$ cat config.mk
export PLATFORM = sky130hd
export DESIGN_NAME = expression_tokenizer_core
export DESIGN_NICKNAME = d
export VERILOG_FILES = /design/src/sv/exptok_pkg.sv /design/src/sv/exptok_fifo.sv /design/src/sv/expression_tokenizer_core.sv
export SDC_FILE = /design/constraint.sdc
export NUM_CORES = 1
export LEC_CHECK = 0
export BUFFER_PORTS_ARGS = -buffer_cell sky130_fd_sc_hd__buf_2
export CAP_MARGIN = 15
export CORE_MARGIN = 8
export CORE_UTILIZATION = 58
export CTS_BUF_LIST = sky130_fd_sc_hd__clkbuf_8
export DETAILED_ROUTE_END_ITERATION = 10
export PLACE_DENSITY = 0.87
export SLEW_MARGIN = 10
export SYNTH_ARGS = -nofsm -noshare
export SYNTH_HDL_FRONTEND = slang
export SYNTH_SLANG_ARGS = --single-unit
export TNS_END_PERCENT = 1
$ cat constraint.sdc
create_clock -name clock -period 4.85 [get_ports clock]
set_input_delay 0.2425 -clock clock [delete_from_list [all_inputs] [get_ports clock]]
set_output_delay 0.2425 -clock clock [all_outputs]
set_load 0.005 [all_outputs]
$ cat src/sv/exptok_pkg.sv
package exptok_pkg;

   localparam int MAX_LINE = 4096;

   localparam int COL_W   = 13;
   localparam int VALUE_W = 48;
   localparam int FRAC_W  = 6;

   localparam logic [VALUE_W-1:0] VALUE_MAX = '1;
   localparam logic [FRAC_W-1:0]  FRAC_MAX  = '1;

   localparam logic [7:0] CH_PLUS   = 8'h2B;
   localparam logic [7:0] CH_MINUS  = 8'h2D;
   localparam logic [7:0] CH_STAR   = 8'h2A;
   localparam logic [7:0] CH_SLASH  = 8'h2F;
   localparam logic [7:0] CH_SEMI   = 8'h3B;
   localparam logic [7:0] CH_LPAREN = 8'h28;
   localparam logic [7:0] CH_RPAREN = 8'h29;
   localparam logic [7:0] CH_EQUAL  = 8'h3D;
   localparam logic [7:0] CH_BANG   = 8'h21;
   localparam logic [7:0] CH_QUOTE  = 8'h22;
   localparam logic [7:0] CH_POINT  = 8'h2E;
   localparam logic [7:0] CH_UNDER  = 8'h5F;
   localparam logic [7:0] CH_NUL    = 8'h00;
   localparam logic [7:0] CH_LF     = 8'h0A;
   localparam logic [7:0] CH_ZERO   = 8'h30;

   localparam logic [3:0] K_IDENT  = 4'd0;
   localparam logic [3:0] K_NUMBER = 4'd1;
   localparam logic [3:0] K_STRING = 4'd2;
   localparam logic [3:0] K_PLUS   = 4'd3;
   localparam logic [3:0] K_MINUS  = 4'd4;
   localparam logic [3:0] K_STAR   = 4'd5;
   localparam logic [3:0] K_SLASH  = 4'd6;
   localparam logic [3:0] K_SEMI   = 4'd7;
   localparam logic [3:0] K_LPAREN = 4'd8;
   localparam logic [3:0] K_RPAREN = 4'd9;
   localparam logic [3:0] K_ASSIGN = 4'd10;
   localparam logic [3:0] K_EQEQ   = 4'd11;
   localparam logic [3:0] K_NOTEQ  = 4'd12;
   localparam logic [3:0] K_NOT    = 4'd13;
   localparam logic [3:0] K_EOF    = 4'd14;
   localparam logic [3:0] K_ERROR  = 4'd15;

   localparam logic [1:0] E_NONE     = 2'd0;
   localparam logic [1:0] E_NO_FRAC  = 2'd1;
   localparam logic [1:0] E_OPEN_STR = 2'd2;

   typedef enum logic [3:0] {
      M_IDLE,
      M_IDENT,
      M_INT,
      M_POINT,
      M_FRAC,
      M_STRING,
      M_EQ,
      M_BANG,
      M_DISCARD
   } mode_type;

   typedef struct packed {
      logic [7:0] ch;
      logic       line_end;
   } req_type;

   typedef struct packed {
      logic [3:0]         kind;
      logic [COL_W-1:0]   position;
      logic [COL_W-1:0]   length;
      logic [VALUE_W-1:0] number_value;
      logic [FRAC_W-1:0]  fraction_digits;
      logic               overflow;
      logic [1:0]         error_code;
      logic               last;
   } rsp_type;

   typedef struct packed {
      logic [1:0] count;
      rsp_type    first;
      rsp_type    second;
   } push_type;

   function automatic logic is_digit(input logic [7:0] c);
      return c inside {[8'h30:8'h39]};
   endfunction

   function automatic logic is_alpha(input logic [7:0] c);
      return c inside {[8'h41:8'h5A], [8'h61:8'h7A]};
   endfunction

   function automatic rsp_type make_rsp(input logic [3:0] kind,
                                        input logic [COL_W-1:0] pos,
                                        input logic [COL_W-1:0] len,
                                        input logic [VALUE_W-1:0] val,
                                        input logic [FRAC_W-1:0] frac,
                                        input logic ovf,
                                        input logic [1:0] err);
      rsp_type r;
      r.kind            = kind;
      r.position        = pos;
      r.length          = len;
      r.number_value    = val;
      r.fraction_digits = frac;
      r.overflow        = ovf;
      r.error_code      = err;
      r.last            = 1'b0;
      return r;
   endfunction

endpackage

$ cat src/sv/exptok_fifo.sv
module exptok_fifo (
   input  logic                clock,
   input  logic                reset,
   input  exptok_pkg::push_type push,
   output logic                room,
   output logic                rsp_valid,
   input  logic                rsp_ready,
   output exptok_pkg::rsp_type rsp_word
);

   exptok_pkg::rsp_type ent_ff [4];
   logic [1:0] wr_ff, wr_in;
   logic [1:0] rd_ff, rd_in;
   logic [2:0] cnt_ff, cnt_in;
   logic       pop;
   logic [1:0] wr_next;

   assign room      = (cnt_ff <= 3'd2);
   assign rsp_valid = (cnt_ff != 3'd0);
   assign rsp_word  = ent_ff[rd_ff];
   assign pop       = rsp_valid && rsp_ready;
   assign wr_next   = wr_ff + 2'd1;

   always_comb begin
      wr_in  = wr_ff + push.count;
      rd_in  = rd_ff + {1'b0, pop};
      cnt_in = cnt_ff + {1'b0, push.count} - {2'b00, pop};
   end

   always_ff @(posedge clock) begin
      if (reset) begin
         wr_ff  <= '0;
         rd_ff  <= '0;
         cnt_ff <= '0;
      end else begin
         wr_ff  <= wr_in;
         rd_ff  <= rd_in;
         cnt_ff <= cnt_in;
      end
   end

   always_ff @(posedge clock) begin
      if (push.count != 2'd0) begin
         ent_ff[wr_ff] <= push.first;
      end
      if (push.count == 2'd2) begin
         ent_ff[wr_next] <= push.second;
      end
   end

endmodule

$ cat src/sv/expression_tokenizer_core.sv
// Channel | Ports                          | Moves
// req     | req_valid req_ready req_word   | one character or the line terminator
// rsp     | rsp_valid rsp_ready rsp_word   | one token word, last marks an item's final one
//
// An accepted item updates the scan state in the same cycle and pushes zero,
// one or two token words into a four-entry output queue.
// One item per cycle; req_ready drops while fewer than two queue slots are free.
// An item's first token word can reach rsp in the cycle after the item is accepted.
// Reset clears the scan mode, the column and the queue.
module expression_tokenizer_core (
   input  logic                clock,
   input  logic                reset,
   input  logic                req_valid,
   output logic                req_ready,
   input  exptok_pkg::req_type req_word,
   output logic                rsp_valid,
   input  logic                rsp_ready,
   output exptok_pkg::rsp_type rsp_word
);

   localparam int CW = exptok_pkg::COL_W;
   localparam int VW = exptok_pkg::VALUE_W;
   localparam int FW = exptok_pkg::FRAC_W;

   exptok_pkg::mode_type mode_ff, mode_in;
   logic [CW-1:0] col_ff, col_in;
   logic [CW-1:0] start_ff, start_in;
   logic [VW-1:0] acc_ff, acc_in;
   logic [FW-1:0] frac_ff, frac_in;
   logic          sat_ff, sat_in;

   exptok_pkg::push_type push;
   exptok_pkg::rsp_type  tok_a, tok_b;
   logic                 a_vld, b_vld;
   logic                 go_idle;
   logic                 room;
   logic                 take;

   logic [7:0]    c;
   logic          fin;
   logic [VW-1:0] d;
   logic [VW+3:0] acc_dig;
   logic [VW-1:0] acc_step;
   logic          dig_sat;
   logic [FW-1:0] frac_step;
   logic          frac_sat;
   logic [CW-1:0] col_inc;
   logic          dig;

   assign req_ready = room;
   assign take      = req_valid && room;
   assign c         = req_word.ch;
   assign fin       = req_word.line_end;
   assign dig       = exptok_pkg::is_digit(c);
   assign col_inc   = col_ff + CW'(1);

   assign d         = VW'(c - exptok_pkg::CH_ZERO);
   assign acc_dig   = {acc_ff, 3'b000} + {2'b00, acc_ff, 1'b0} + {4'b0000, d};
   assign dig_sat   = (acc_dig[VW+3:VW] != 4'd0);
   assign acc_step  = dig_sat ? exptok_pkg::VALUE_MAX : acc_dig[VW-1:0];
   assign frac_sat  = (frac_ff == exptok_pkg::FRAC_MAX);
   assign frac_step = frac_sat ? frac_ff : frac_ff + FW'(1);

   always_comb begin
      mode_in  = mode_ff;
      col_in   = col_ff;
      start_in = start_ff;
      acc_in   = acc_ff;
      frac_in  = frac_ff;
      sat_in   = sat_ff;
      tok_a    = '0;
      tok_b    = '0;
      a_vld    = 1'b0;
      b_vld    = 1'b0;
      go_idle  = 1'b0;

      if (mode_ff == exptok_pkg::M_DISCARD) begin
         if (fin) begin
            mode_in = exptok_pkg::M_IDLE;
            col_in  = '0;
         end
      end else if (!fin && col_ff >= CW'(exptok_pkg::MAX_LINE)) begin
         mode_in = mode_ff;
      end else begin
         case (mode_ff)
            exptok_pkg::M_EQ, exptok_pkg::M_BANG: begin
               a_vld   = 1'b1;
               mode_in = exptok_pkg::M_IDLE;
               if (!fin && c == exptok_pkg::CH_EQUAL) begin
                  tok_a = exptok_pkg::make_rsp(
                     (mode_ff == exptok_pkg::M_EQ) ? exptok_pkg::K_EQEQ : exptok_pkg::K_NOTEQ,
                     start_ff + CW'(1), '0, '0, '0, 1'b0, exptok_pkg::E_NONE);
                  col_in = col_inc;
               end else begin
                  tok_a = exptok_pkg::make_rsp(
                     (mode_ff == exptok_pkg::M_EQ) ? exptok_pkg::K_ASSIGN : exptok_pkg::K_NOT,
                     start_ff + CW'(1), '0, '0, '0, 1'b0, exptok_pkg::E_NONE);
                  go_idle = 1'b1;
               end
            end
            exptok_pkg::M_IDENT: begin
               if (!fin && (exptok_pkg::is_alpha(c) || dig)) begin
                  col_in = col_inc;
               end else begin
                  a_vld   = 1'b1;
                  tok_a   = exptok_pkg::make_rsp(exptok_pkg::K_IDENT, start_ff + CW'(1),
                               col_ff - start_ff, '0, '0, 1'b0, exptok_pkg::E_NONE);
                  mode_in = exptok_pkg::M_IDLE;
                  go_idle = 1'b1;
               end
            end
            exptok_pkg::M_INT, exptok_pkg::M_FRAC: begin
               if (!fin && dig) begin
                  acc_in = acc_step;
                  col_in = col_inc;
                  if (mode_ff == exptok_pkg::M_FRAC) begin
                     frac_in = frac_step;
                     sat_in  = sat_ff | dig_sat | frac_sat;
                  end else begin
                     sat_in  = sat_ff | dig_sat;
                  end
               end else if (!fin && mode_ff == exptok_pkg::M_INT
                            && c == exptok_pkg::CH_POINT) begin
                  mode_in = exptok_pkg::M_POINT;
                  col_in  = col_inc;
               end else begin
                  a_vld   = 1'b1;
                  tok_a   = exptok_pkg::make_rsp(exptok_pkg::K_NUMBER, start_ff + CW'(1),
                               col_ff - start_ff, acc_ff, frac_ff, sat_ff,
                               exptok_pkg::E_NONE);
                  mode_in = exptok_pkg::M_IDLE;
                  go_idle = 1'b1;
               end
            end
            exptok_pkg::M_POINT: begin
               if (!fin && dig) begin
                  acc_in  = acc_step;
                  frac_in = frac_step;
                  sat_in  = sat_ff | dig_sat | frac_sat;
                  mode_in = exptok_pkg::M_FRAC;
                  col_in  = col_inc;
               end else begin
                  a_vld = 1'b1;
                  tok_a = exptok_pkg::make_rsp(exptok_pkg::K_ERROR, col_ff, '0, '0, '0,
                             1'b0, exptok_pkg::E_NO_FRAC);
                  if (fin) begin
                     mode_in = exptok_pkg::M_IDLE;
                     col_in  = '0;
                  end else begin
                     mode_in = exptok_pkg::M_DISCARD;
                  end
               end
            end
            exptok_pkg::M_STRING: begin
               if (fin || c inside {exptok_pkg::CH_NUL, exptok_pkg::CH_LF}) begin
                  a_vld = 1'b1;
                  tok_a = exptok_pkg::make_rsp(exptok_pkg::K_ERROR, col_ff, '0, '0, '0,
                             1'b0, exptok_pkg::E_OPEN_STR);
                  if (fin) begin
                     mode_in = exptok_pkg::M_IDLE;
                     col_in  = '0;
                  end else begin
                     mode_in = exptok_pkg::M_DISCARD;
                  end
               end else begin
                  if (c == exptok_pkg::CH_QUOTE) begin
                     a_vld   = 1'b1;
                     tok_a   = exptok_pkg::make_rsp(exptok_pkg::K_STRING, start_ff + CW'(1),
                                  col_ff - start_ff - CW'(1), '0, '0, 1'b0,
                                  exptok_pkg::E_NONE);
                     mode_in = exptok_pkg::M_IDLE;
                  end
                  col_in = col_inc;
               end
            end
            default: begin
               mode_in = exptok_pkg::M_IDLE;
               go_idle = 1'b1;
            end
         endcase

         if (go_idle) begin
            if (fin) begin
               b_vld  = 1'b1;
               tok_b  = exptok_pkg::make_rsp(exptok_pkg::K_EOF, col_inc, '0, '0, '0, 1'b0,
                           exptok_pkg::E_NONE);
               col_in = '0;
            end else begin
               col_in = col_inc;
               tok_b  = exptok_pkg::make_rsp(exptok_pkg::K_PLUS, col_inc, '0, '0, '0, 1'b0,
                           exptok_pkg::E_NONE);
               case (c)
                  exptok_pkg::CH_PLUS: begin
                     b_vld = 1'b1;
                  end
                  exptok_pkg::CH_MINUS: begin
                     b_vld      = 1'b1;
                     tok_b.kind = exptok_pkg::K_MINUS;
                  end
                  exptok_pkg::CH_STAR: begin
                     b_vld      = 1'b1;
                     tok_b.kind = exptok_pkg::K_STAR;
                  end
                  exptok_pkg::CH_SLASH: begin
                     b_vld      = 1'b1;
                     tok_b.kind = exptok_pkg::K_SLASH;
                  end
                  exptok_pkg::CH_SEMI: begin
                     b_vld      = 1'b1;
                     tok_b.kind = exptok_pkg::K_SEMI;
                  end
                  exptok_pkg::CH_LPAREN: begin
                     b_vld      = 1'b1;
                     tok_b.kind = exptok_pkg::K_LPAREN;
                  end
                  exptok_pkg::CH_RPAREN: begin
                     b_vld      = 1'b1;
                     tok_b.kind = exptok_pkg::K_RPAREN;
                  end
                  exptok_pkg::CH_EQUAL: begin
                     start_in = col_ff;
                     mode_in  = exptok_pkg::M_EQ;
                  end
                  exptok_pkg::CH_BANG: begin
                     start_in = col_ff;
                     mode_in  = exptok_pkg::M_BANG;
                  end
                  exptok_pkg::CH_QUOTE: begin
                     start_in = col_ff;
                     mode_in  = exptok_pkg::M_STRING;
                  end
                  default: begin
                     if (dig) begin
                        start_in = col_ff;
                        acc_in   = d;
                        frac_in  = '0;
                        sat_in   = 1'b0;
                        mode_in  = exptok_pkg::M_INT;
                     end else if (exptok_pkg::is_alpha(c) || c == exptok_pkg::CH_UNDER) begin
                        start_in = col_ff;
                        mode_in  = exptok_pkg::M_IDENT;
                     end
                  end
               endcase
            end
         end
      end
   end

   always_comb begin
      push = '0;
      if (take) begin
         if (a_vld) begin
            push.first       = tok_a;
            push.second      = tok_b;
            push.count       = b_vld ? 2'd2 : 2'd1;
            push.first.last  = !b_vld;
            push.second.last = 1'b1;
         end else if (b_vld) begin
            push.first      = tok_b;
            push.count      = 2'd1;
            push.first.last = 1'b1;
         end
      end
   end

   always_ff @(posedge clock) begin
      if (reset) begin
         mode_ff  <= exptok_pkg::M_IDLE;
         col_ff   <= '0;
         start_ff <= '0;
         acc_ff   <= '0;
         frac_ff  <= '0;
         sat_ff   <= 1'b0;
      end else if (take) begin
         mode_ff  <= mode_in;
         col_ff   <= col_in;
         start_ff <= start_in;
         acc_ff   <= acc_in;
         frac_ff  <= frac_in;
         sat_ff   <= sat_in;
      end
   end

   exptok_fifo u_fifo (
      .clock     (clock),
      .reset     (reset),
      .push      (push),
      .room      (room),
      .rsp_valid (rsp_valid),
      .rsp_ready (rsp_ready),
      .rsp_word  (rsp_word)
   );

endmodule
==> results.md, run 1 <==
- Crit path cell chain: inv_1 > fa_1 > inv_1 > fa_1 > a211oi_2 > nor4_1 > or2_0 > o311ai_2 > nand4_2 > a211o_1 > a211o_2 > buf_12 > nor3_2 > o32ai_1
- Mux share of post-synthesis cell area: under 10%
- Residual DRC: 0
- CTS tree: built
- Slowest stage cell, crit path: fa_1
- RSZ-0062 raised after global routing: false
- Final Skew: 0.0268 ns
- WP data required: 5.35 ns
- Nature of the critical path startpoint: flip-flop
- Max Buffers Root-to-Sink: 3
- CP top delay family: compound AO/OA/AOI/OAI gates
- Worst Path Buf+Inv: 3
- Sw frac: 29.2%
- FF+latch count, synth: approximately 440
- Critical path endpoint category: flip-flop
- WL final: 77.2 mm
- Postcts setup bufs: 0
- Routed Antenna Nets: 0
- Sequential Power Share: 47.4%
- Final #Nets: 3,003
- Pin count of the biggest net entering global routing: 140
- Via/cell ratio: 6.72
- Number of synthesized flops with an enable pin: 72
- Initial antenna violation count: 4
- CTS clk-pin slew, worst paths: 0.07 ns
- Yosys cell types: 106
- MaxCap Viol Count: 0
- Sw power: 2430 uW
- Max Used Layer: met5
- Post-Synth Simple-Gate Area: 17.8%
- Fmax: 222 MHz
- CTS H-Tree Depth: 3
- Combinational Power Share: 15.5%
- WL/cell: around 22 um
- Gr usage total: 29.3%
- Initial Util: around three fifths
- M1 WL: 31.7 mm
- Commonest cells after routing, fill and taps aside: 375 x o21ai_0, 370 x dfxtp_1, 342 x nand2_1
- Max VDD drop: 0.000198 V
- Synthesized area: 25,300 um^2
- Status: completed
- Period minus WS final: ~4.5 ns
- Critical Path Max Stage Delay: roughly 0.5 ns
- # port buffers: around 100
- HPWL Detailed: 54.4 mm
- Power per cell area: 300 nW/um^2
- Cell taking the most area after synthesis: dfxtp_1
- Share of cells above drive strength 1: 15.2%
- Slew headroom: 27.3%
- Largest family of logic cells by synthesized area: compound AO/OA/AOI/OAI gates
- Fin. Hold Viols: 0
- Synth Area in Compound Gates: about a fifth
- Total power: 8340 uW
- Primary FF master, synth: dfxtp_1
- Row Count: 76
- Final slew viol count: 0
- Met2 WL: 34.7 mm
- Post-Synth Adder-Cell Area: 7.66%
- Fin crit share: approximately 93%
- Synth-to-layout area growth: 9.94%
- Commonest non-fill, non-tap cell in the layout: o21ai_0
- Die Width: 225 um
- Cts repair resizes: 0
- GP Congestion: 1.01
- Synth async-reset ratio: 0%
- Crit path kind: flip-flop to flip-flop
- DIE HEIGHT: between 200 and 250 um
- Clock power share: 37.1%
- YS warnings: 0
- Vias in the first global route: 22,000
- CTS Root Cell: clkbuf_8
- Num CTS Buffers: 68
- Initial drt markers: 3,397
- DR WL met3: 8.73 mm
- Synth Area in XOR/XNOR: 2.56%
- Crit path max fanout: 13
- IO Count: 103
- Synth Instances: 2,820
- Static Leak: 0.0104 uW
- Synth area leaders: dfxtp_1 29%, edfxtp_1 8.5%, mux4_2 7.8%
- Core area: 43,100 um^2
- Post-Route Utilization: 64.6%
- CTS Sinks: 444
- CTS hold repair buffers: 0
- Pre-Repair DR Iteration Count: 8
- Seq/Total Area, Yosys: a little under two fifths
- Total gr overflow: 0
- Slew @ Worst Pin: 1.09 ns
- Worst Path Arrival: approximately 5 ns
- Final setup vio count: 0
- Min-delay worst type: input pin to flip-flop
- Net Count, Synth: 2,959
- Avg Inst Size Synth: 8.97 um^2
- Full die area: 50,600 um^2
- Synth top area share: slightly below 30%
- First-pass GRT wire length: 120 mm
- Vias: 23,500
- Worst skew pair latency: 0.64 ns
- Internal: ~5900 uW
[synth_stat cells (all sizes together), types with 7 or more instances]
cell type / number
a211oi: 10
a21o: 20
a21oi: 148
a221o: 8
a22oi: 34
a31oi: 9
a32o: 7
and2: 20
and3: 30
buf: 65
clkbuf: 137
dfxtp: 372
edfxtp: 72
fa: 48
ha: 78
inv: 66
mux2i: 15
mux4: 88
nand2: 347
nand2b: 14
nand3: 195
nand4: 23
nor2: 187
nor2b: 27
nor3: 52
nor4: 10
o2111ai: 7
o211ai: 21
o21a: 23
o21ai: 391
o21bai: 16
o22ai: 56
o2bb2ai: 17
o31ai: 11
o32ai: 19
xnor2: 57
xor2: 17
[per-stage QoR]
step	cell area (um^2)	hold WS [ns]	setup TNS (ns)	cells	setup slack [ns]
final	27800	0.137	0	3496	0.344
after global routing	27800	0.149	0	3496	0.141
after CTS	27800	0.0979	0	3495	0.407
after floorplan	25300	0.420	0	2820	0.0834
after detailed placement	26500	0.437	-0.0550	3379	-0.0170
after global placement	26500	0.428	0	3379	0.121
[state kept, by name (all words and copies together) (netlist names)]
register       flops
acc_ff            48
col_ff            13
frac_ff            6
mode_ff            4
sat_ff             1
start_ff          13
u_fifo.cnt_ff      3
u_fifo.ent_ff    352
u_fifo.rd_ff       2
u_fifo.wr_ff       2
[final timing paths]
check,start,end,slack [ns],cells after the start
min reg2reg,u_fifo.ent_ff[1][10],u_fifo.ent_ff[1][10],0.45,2
min,rsp_ready,u_fifo.rd_ff[0],0.14,4
max reg2reg,acc_ff[0],acc_ff[10],0.34,14
max,acc_ff[0],acc_ff[10],0.34,14
[cell families (layout without fill, tap and decap cells)]
group	after synthesis	in the layout
compound gates	858	858
xor+xnor	74	74
fa+ha+maj	126	126
buf+inv	268	358
flops	444	444
mux	103	103
other cells	0	1
simple gates	947	947
[power by group through the flow]
stage / logic [uW] / clock network [uW] / registers, uW
3_5_place_dp: 1270 / 0 / 4030
3_3_place_gp: 1240 / 0 / 4030
6_report: 1290 / 3090 / 3950
2_1_floorplan: 964 / 0 / 3890
4_1_cts: 1270 / 3100 / 3950
5_1_grt: 1370 / 3260 / 3960
[layer usage]
metal / up-vias / GRT usage [%]
met4: 6 / 10.3
met1: 11400 / 41.4
met2: 1499 / 44.6
met3: 195 / 5.64
met5: - / 0
li1: 10400 / -
[area by class of cell]
type | count | area, um^2
Clock inverter | 30 | 155
Clock buffer | 86 | 1180
Fill cell | 3364 | 15300
Inverter | 66 | 251
Sequential cell | 444 | 9620
Timing Repair Buffer | 176 | 1240
Multi-Input combinational cell | 2108 | 14600
Antenna cell | 1 | 2.50
Tap cell | 585 | 732
[worst register-to-register path: cells and delay by family (launching register included)]
kind | cells | cell delay, ns
flip-flops | 1 | 0.44
adder cells (fa/ha/maj) | 2 | 1.00
buffers and inverters | 3 | 0.39
AND/OR/NAND/NOR | 4 | 0.83
AO/OA/AOI/OAI | 5 | 1.73
(Power assumes the default switching activity.)
==> run 2, diff against run 1 <==
GPL_ROUTABILITY_DRIVEN = 1   (was not set)
GPL_TIMING_DRIVEN = 0   (was not set)
==> results.md, run 2 (same netlist as run 1, synthesis figures left out) <==
- Status: completed
- Final slew viol count: 0
- Slew headroom: 32.8%
- Worst Path Arrival: 4.93 ns
- CTS Root Cell: clkbuf_8
- Static Leak: 0.0104 uW
- Commonest non-fill, non-tap cell in the layout: o21ai_0
- Initial drt markers: 3,871
- Initial Util: 58.7%
- DIE HEIGHT: 225 um
- Hold_ws: ~0.18 ns
- CTS Sinks: 444
- Most flop-heavy register: u_fifo.ent_ff
- Synth-to-layout area growth: 10.8%
- CTS H-Tree Depth: 3
- Max VDD drop: 0.000192 V
- First-pass GRT wire length: 133 mm
- WL/cell: ~24 um
- Period minus WS final: 4.75 ns
- Total gr overflow: 0
- Initial antenna violation count: 0
- Cell Area, Placed: 26,500 um^2
- Fin crit share: 97.9%
- Share of cells above drive strength 1: roughly 14%
- Routed Antenna Nets: 0
- Gr usage total: 33.1%
- Max reg flops: 352
- Post-route design area: 28,000 um^2
- GP Congestion: 1.01
- Pre-Repair DR Iteration Count: 8
- Fin. Hold Viols: 0
- Core area: between 40,000 and 50,000 um^2
- Commonest cells after routing, fill and taps aside: 375 x o21ai_0, 372 x dfxtp_1, 344 x nand2_1
- Total power: 8470 uW
- Die Width: 225 um
- Final Skew: 0.0375 ns
- CTS clk-pin slew, worst paths: about 0.070 ns
- Vias in the first global route: 23,700
- Pin count of the biggest net entering global routing: 19
- Critical path endpoint category: flip-flop
- MaxCap Viol Count: 0
- HPWL Detailed: approximately 63 mm
- Row Count: between 70 and 80
- Min-delay worst type: input pin to flip-flop
- WL final: 86.6 mm
- Residual DRC: 0
- Final non-filler cell total: 3,637
- Vias: 24,600
- Crit path kind: flip-flop to flip-flop
- Num CTS Buffers: 71
- Power per cell area: 302 nW/um^2
- IO Count: 103
- Final setup vio count: 0
- RSZ-0062 raised after global routing: false
- Worst skew pair latency: 0.63 ns
- Via/cell ratio: 6.77
- Slew @ Worst Pin: approximately 1 ns
- WP data required: 5.04 ns
- Full die area: 50,600 um^2
- CTS tree: built
- # port buffers: 101
- Nature of the critical path startpoint: flip-flop
- Fmax: 211 MHz
- Post-Place Cells: 3,506
- Max Buffers Root-to-Sink: 3
- Final #Nets: 3,141
- Crit path max fanout: 18
- Fill cells: roughly 3,300
- TNS Setup: 0 ns
- Largest regs: u_fifo.ent_ff x352, acc_ff x48
-- run 2: cell count changes in the layout (fill, tap and decap cells not counted), sizes merged --
cell / previous run / this run
clkinvlp: 3 / 8
clkinv: 4 / 10
clkbuf: 86 / 214
bufinv: 0 / 2
-- run 2: final timing paths --
check                           cells past startpoint                  from              endpoint  slack (ns)
worst max register to register                     11            mode_ff[3]  u_fifo.ent_ff[2][73]        0.10
worst max-delay path                               11            mode_ff[3]  u_fifo.ent_ff[2][73]        0.10
worst min register to register                      2  u_fifo.ent_ff[1][63]  u_fifo.ent_ff[1][63]        0.45
worst min-delay path                                4                 reset             acc_ff[6]        0.18
-- run 2: repair_timing --
item,in CTS,in global routing
resized for setup,12,14
hold endpoints to repair,0,0
pin swaps,0,0
setup endpoints to repair,257,463
buffers inserted,10,0
hold buffers,0,0
gates cloned,1,0
-- run 2: power breakdown --
part           internal, uW  total [uW]  switching (uW)
registers              3790        3820            29.4
logic                   505        1510            1000
clock network          1620        3140            1530
-- run 2: per-layer routing --
layer / vias up / share of wire [%] / wire [um] / track usage (%)
met3: 320 / 14 / 11800 / 9.24
met4: 0 / 4.3 / 3740 / 13.4
li1: 10700 / - / - / -
met2: 1875 / 43 / 37500 / 50.0
met1: 11800 / 39 / 33600 / 44.5
met5: - / 0 / 0 / 0
-- run 2: cell type report --
cell class	instances	area (um^2)	share of cell area, %
inverter	66	259	0.924
buffer	198	865	3.08
antenna	1	2.50	0.00893
clock inverter	42	244	0.870
clock buffer	80	1100	3.93
timing repair buffer	112	588	2.10
multi-input combinational	2108	14600	52.2
sequential	444	9610	34.3
timing repair inverter	1	7.51	0.0268
tap	585	732	2.61
-- run 2: stage by stage --
stage | utilization, % | setup slack [ns]
global route | 65.1 | 0.00892
floorplan | - | 0.0834
finish | 65.1 | 0.102
global placement | 61.6 | -1.34
detailed placement | 61.6 | -1.37
CTS | 65.0 | -0.143
-- run 2: critical path, cell delays in order, from the launching register on --
cell and delay [ns]:
dfxtp_1 0.34, nor4b_4 0.50, nand4bb_1 0.21, a21oi_2 0.34, nand2b_1 0.34, a41o_1 0.34, inv_1 0.11, ha_1 0.43
o21ai_0 0.33, nor2_1 0.17, nor2_1 0.56, inv_1 0.62
